==> src/request_coalescing_batcher_assert.svh <==
// assertion macros for the request coalescing batcher
// used by the engine module, expects clk and rst_n in scope
`ifndef REQUEST_COALESCING_BATCHER_ASSERT_SVH
`define REQUEST_COALESCING_BATCHER_ASSERT_SVH
`ifndef SYNTH
`define RCB_ASSERT(label, cond, msg) \
    label: assert property (@(posedge clk) disable iff (!rst_n) (cond)) else $error(msg);
`define RCB_ASSERT_NEXT(label, ante, cons, msg) \
    label: assert property (@(posedge clk) disable iff (!rst_n) (ante) |=> (cons)) \
        else $error(msg);
`else
`define RCB_ASSERT(label, cond, msg)
`define RCB_ASSERT_NEXT(label, ante, cons, msg)
`endif
`endif

==> src/rcb_pkg.sv <==
// shared types and constants of the request coalescing batcher
// no dependencies
`default_nettype none
package rcb_pkg;

    localparam int TABLE_ENTRIES_DEF = 64;
    localparam int MAX_TAGS_DEF      = 8;
    localparam int BATCH_MAX_DEF     = 16;

    localparam int KEY_W   = 64;
    localparam int TAG_W   = 3;
    localparam int WAIT_W  = 8;
    localparam int KIND_W  = 2;
    localparam int ILIM_W  = 4;
    localparam int BLIM_W  = 5;
    localparam int IN_DATA_W  = 72;
    localparam int OUT_DATA_W = 80;
    localparam int CFG_IDX_W  = 4;
    localparam int CFG_DATA_W = 8;

    localparam logic [WAIT_W-1:0] WAIT_MAX = 8'hFF;

    localparam logic OP_ADD  = 1'b0;
    localparam logic OP_DONE = 1'b1;

    localparam logic [KIND_W-1:0] KIND_ISSUE  = 2'd0;
    localparam logic [KIND_W-1:0] KIND_DONE   = 2'd1;
    localparam logic [KIND_W-1:0] KIND_REJECT = 2'd2;

    localparam logic [CFG_IDX_W-1:0] CFG_INFLIGHT = 4'd0;
    localparam logic [CFG_IDX_W-1:0] CFG_BATCH    = 4'd1;

    localparam logic [ILIM_W-1:0] ILIM_RESET = 4'd1;
    localparam logic [BLIM_W-1:0] BLIM_RESET = 5'd16;

    typedef enum logic [1:0] {
        CMD_ADD  = 2'd0,
        CMD_DONE = 2'd1,
        CMD_ZERO = 2'd2
    } cmd_kind_t;

    typedef struct packed {
        cmd_kind_t          kind;
        logic [KEY_W-1:0]   key;
        logic [TAG_W-1:0]   tag;
        logic               ok;
    } cmd_t;

    typedef struct packed {
        logic [KIND_W-1:0]  kind;
        logic [TAG_W-1:0]   tag;
        logic [KEY_W-1:0]   key;
        logic [WAIT_W-1:0]  waiters;
        logic               ok;
        logic               last;
    } out_t;

endpackage
`default_nettype wire

==> src/rcb_front.sv <==
// front end: accepts input transactions, classifies them into commands
// and holds them in a two-entry queue; depends on rcb_pkg
`default_nettype none
module rcb_front
    import rcb_pkg::*;
(
    input  wire logic              clk,
    input  wire logic              rst_n,
    input  wire logic              in_valid,
    output logic                   in_ready,
    input  wire logic              opcode,
    input  wire logic [KEY_W-1:0]  query_key,
    input  wire logic [TAG_W-1:0]  done_tag,
    input  wire logic              done_ok,
    output logic                   cmd_valid,
    input  wire logic              cmd_ready,
    output cmd_t                   cmd
);

    cmd_t       fifo_reg [2];
    logic       wr_ptr_reg, wr_ptr_next;
    logic       rd_ptr_reg, rd_ptr_next;
    logic [1:0] count_reg, count_next;
    cmd_t       new_cmd;
    logic       push, pop;

    assign in_ready  = (count_reg != 2'd2);
    assign cmd_valid = (count_reg != 2'd0);
    assign cmd       = fifo_reg[rd_ptr_reg];
    assign push      = in_valid && in_ready;
    assign pop       = cmd_valid && cmd_ready;

    always_comb
    begin
        new_cmd.key = query_key;
        new_cmd.tag = done_tag;
        new_cmd.ok  = done_ok;
        if (opcode == OP_DONE)
        begin
            new_cmd.kind = CMD_DONE;
        end
        else if (query_key == '0)
        begin
            new_cmd.kind = CMD_ZERO;
        end
        else
        begin
            new_cmd.kind = CMD_ADD;
        end
    end

    always_comb
    begin
        wr_ptr_next = push ? ~wr_ptr_reg : wr_ptr_reg;
        rd_ptr_next = pop ? ~rd_ptr_reg : rd_ptr_reg;
        count_next  = count_reg + {1'b0, push} - {1'b0, pop};
    end

    always_ff @(posedge clk or negedge rst_n)
    begin
        if (!rst_n)
        begin
            wr_ptr_reg <= 1'b0;
            rd_ptr_reg <= 1'b0;
            count_reg  <= 2'd0;
        end
        else
        begin
            wr_ptr_reg <= wr_ptr_next;
            rd_ptr_reg <= rd_ptr_next;
            count_reg  <= count_next;
        end
    end

    always_ff @(posedge clk)
    begin
        if (push)
        begin
            fifo_reg[wr_ptr_reg] <= new_cmd;
        end
    end

endmodule
`default_nettype wire

==> config.mk <==
export PLATFORM = sky130hd
export DESIGN_NAME = rcb_front
export DESIGN_NICKNAME = d
export VERILOG_FILES = /design/src/request_coalescing_batcher_assert.svh /design/src/rcb_pkg.sv /design/src/rcb_front.sv
export SDC_FILE = /design/constraint.sdc
export NUM_CORES = 1
export LEC_CHECK = 0
export BUFFER_PORTS_ARGS = -buffer_cell sky130_fd_sc_hd__buf_2
export CAP_MARGIN = 30
export CORE_MARGIN = 2
export CORE_UTILIZATION = 35
export CTS_CLUSTER_SIZE = 28
export DETAILED_ROUTE_END_ITERATION = 8
export GPL_TIMING_DRIVEN = 0
export PLACE_DENSITY_LB_ADDON = 0.12
export SLEW_MARGIN = 20
export SYNTH_ARGS = -nofsm -noshare
export SYNTH_HDL_FRONTEND = slang
export SYNTH_SLANG_ARGS = --single-unit
==> constraint.sdc <==
create_clock -name clk -period 5.3 [get_ports clk]
set_input_delay 0.795 -clock clk [delete_from_list [all_inputs] [get_ports clk]]
set_output_delay 0.795 -clock clk [all_outputs]
set_load 0.02 [all_outputs]
==> Word-level counts from Yosys, hierarchy flattened <==
Memories as Yosys holds them, arrays and structs flattened.
Index checks and enable logic that the tools add are counted.
{ "totals": {"mem_count": 1, "ff_bits": 4, "ram_bits": 140, "output_inout_bits": 72} }
{ "mem_list": {"columns": ["name", "depth", "width", "read_ports", "rd_ports_with_merged_regs", "write_ports", "line", "text"], "rows": [
  ["fifo_reg", 2, 70, 1, 0, 1, "rcb_front.sv:20", "cmd_t fifo_reg [2];"]
]} }
{ "op_classes": {"n_addsub": 2, "n_reduce_logical": 4, "n_mux": 4, "eq_ne": 1, "n_bitwise": 2} }
{ "ops": {"columns": ["cell", "n"], "rows": [
  ["logical NOT 64 bit", 1],
  ["2-to-1 mux 2 bit", 2],
  ["adder 2 x 1 -> 2 bit", 1],
  ["logical AND 1 bit", 2],
  ["2-to-1 mux 1 bit", 2],
  ["!= test 2 bit (second input constant)", 1],
  ["NOT 1 bit", 2],
  ["nonzero test 2 bit", 1],
  ["subtractor 2 x 1 -> 2 bit", 1]
]} }

==> Longest topological paths before layout <==
{ "depth": {"word_depth": 4, "depth_mapped": 7} }

==> Worst setup path before layout <==
Ideal clock, no wire load.
{ "synth_path": {"kind": "input-to-reg", "from": "in in_valid", "to": "mem fifo_reg[0][0] (netlist name), enable pin", "t_arrival_ns": 3.821, "path_stages": 2, "path_slack_ns": 0.981, "required_ns": 4.801, "path_buffers": 0, "setup_time_ns": 0.499, "cell_sequence": "nand2_1 > nor2_1"} }
{ "synth_via": {"elab_chain_len": 3} }
{ "synth_lines": {"columns": ["element", "line", "text"], "rows": [
  ["start, declared", "rcb_front.sv:9", "input wire logic in_valid,"],
  ["logical AND 1 bit", "rcb_front.sv:30", "assign push = in_valid && in_ready;"],
  ["2-to-1 mux 1 bit", "rcb_front.sv:77", "if (push)"],
  ["2-to-1 mux 1 bit (not written as such)", "rcb_front.sv:79", "fifo_reg[wr_ptr_reg] <= new_cmd;"],
  ["end, declared", "rcb_front.sv:20", null]
]} }
No other way between the ends.

==> metrics <==
status complete, no violations; Leak Pwr 2.60 nW; Max Cap Violations 0; pin count of the biggest net entering global routing 42; initial antenna violation count 1; Syn Inst Count 258; CTS tree done; slew margin rel. 0.675; final core utilization 0.466; Die Y 128 um; DP HPWL 7550 um; Routability Congestion 0.694; nets 500; crit path capture type output port; Clock Tree Root clkbuf_16; worst-path maximum fanout 10; path category of the worst min-delay check in -> async; Initial DRC Count 106; unique cell type count in the Yosys netlist 19; max reg flops 140; Slew Viols, Final 0; cell taking the most area after synthesis edfxtp_1; Avg Cell Area, Syn 20.8 sq um; ANT nets after route 0; synth top area cells edfxtp_1 (78%), mux2_2 (15%), dfrtp_1 (1.9%), nor4_1 (1.9%), buf_2 (0.65%); share of cells above drive strength 1 0.581; Syn Nets 333; CP arrival 1.96 ns; ANT cells 0; Avg WL per Cell 17.5 um; cts repair resizes 0; Top Ports 145; Top FF cell, synth edfxtp_1; initial core utilization 0.356; Area growth syn-to-layout 31.0%; htree depth 4; Post-synth ARST share 0.0278; register area share after synthesis 0.802; Setup Fix Bufs, Post-CTS 0; first-pass GRT wire length 16300 um; total grt overflow 0; RSZ-0062 raised after global routing false; Post-synth EDFFs 140; number of global-route vias before repair 2978; top cell type's share of synthesized area 0.783; met1 WL 4800 um; DR pass1 iterations 4; vias 2953; num rows 45; port buffer count 144; Worst-path clk slew 0.06 ns; die width 128 um; met3 wire len 707 um; # clock sinks 144; Worst-Margin Slew 0.488 ns; Longest Clk Path Bufs 2; worst ir drop on vdd 0.223 mV; most frequent cell after synthesis edfxtp_1; TritonCTS Buffers 17; clock skew 0.00584 ns; WP data required 4.51 ns; endpoints failing hold 0; period utilisation layout 0.519; Tot GR Track Use 0.137; DRC viols 0; Die ar. 0.0163 sq mm; # fillers 1360; synthesized flop and latch total 144; Tmin final 2.75 ns; Yosys Warn Count 0; achievable frequency 363 MHz; Post-Synthesis Cell Area 0.00537 sq mm; area of the core 0.0151 sq mm; Clock Latency Late Sink 0.41 ns; WL met2 5240 um; Final setup viols 0; DRT Wirelength 10900 um; PwrDens 593 mW/mm^2; WS Path Type reg -> out; total negative slack 0 ns; Post-synth top cells edfxtp_1 (140), mux2_2 (70), nor4_1 (16); cts hold-fix bufs 0; Via density 4.72; CP Launch Type flop; Highest Signal Layer met5
-- critical path, cell delays in order, from the launching register on --
cell	delay [ns]
dfrtp_1	0.33
clkbuf_1	0.30
buf_2	0.37
mux2_2	0.38
buf_2	0.16
-- cell families after synthesis --
kind of cell	synth area share
multiplexers	0.147
flip-flops	0.802
AND/OR/NAND/NOR	0.0322
buffers and inverters	0.00792
XOR/XNOR	0.00653
adder cells (fa/ha/maj)	0.00466
-- per-stage QoR --
step	setup slack [ns]	cell area (sq um)	hold slack [ns]	power, mW	std cells
2_1_floorplan	0.981	5370	0.460	2.52	258
3_3_place_gp	-1.10	6320	0.477	2.97	590
3_5_place_dp	2.89	6430	0.489	3.00	594
4_1_cts	2.44	7030	0.160	4.24	625
5_1_grt	2.38	7030	0.166	4.38	625
6_report	2.55	7030	0.184	4.17	625
-- cell type report --
cell class                      count  area [sq um]  share of cell area
Multi-Input combinational cell    105          1030               0.147
Sequential cell                   144          4300               0.612
Clock buffer                       19           433              0.0616
Clock inverter                     12           168              0.0238
Inverter                            1          3.75            0.000534
Tap cell                          188           235              0.0335
Buffer                              8          38.8             0.00552
Timing Repair Buffer              148           816               0.116
-- metal layers --
layer	vias to the layer above	global-route usage
met2	97	0.220
met1	1458	0.165
li1	1380	-
met5	-	0
met3	16	0.0522
met4	2	0.0582
-- worst paths after layout --
kind,startpoint,end,slack [ns],cells past startpoint
worst max-delay path,rd_ptr_reg$_DFFE_PN0P_,cmd[65],2.55,4
worst min-delay path,rst_n,wr_ptr_reg$_DFFE_PN0P_,0.18,1
worst max register to register,count_reg[1]$_DFF_PN0_,count_reg[1]$_DFF_PN0_,3.48,7
worst min register to register,count_reg[1]$_DFF_PN0_,count_reg[1]$_DFF_PN0_,0.50,1
max in group asynchronous,rst_n,rd_ptr_reg$_DFFE_PN0P_,4.99,1
min in group clk,count_reg[1]$_DFF_PN0_,count_reg[1]$_DFF_PN0_,0.50,1
-- power breakdown --
part	switching (mW)	leakage, nW	internal [mW]
clock network	0.439	0.282	0.779
logic	0.809	0.972	0.531
registers	0.0543	1.35	1.56
total	1.30	2.60	2.87
-- layout by cell type, fill, tap and decap left out --
cell and count:
clkinv_4 1, dfrtp_1 4, nor3_1 1, nor2_1 1, and2_1 1, clkinv_2 1
ha_1 2, clkinv_1 3, nor2_4 1, nand2_1 2, xnor2_1 3, clkinvlp_4 3
inv_1 1, clkbuf_16 17, nor4_1 16, or2_2 1, and3_4 1, xor2_1 1
nand4_1 3, bufinv_16 4, and4_1 1, clkbuf_1 3, buf_16 2, nand2b_1 1
buf_2 151, mux2_2 70, edfxtp_1 140, buf_12 2
(Power assumes the default switching activity.)
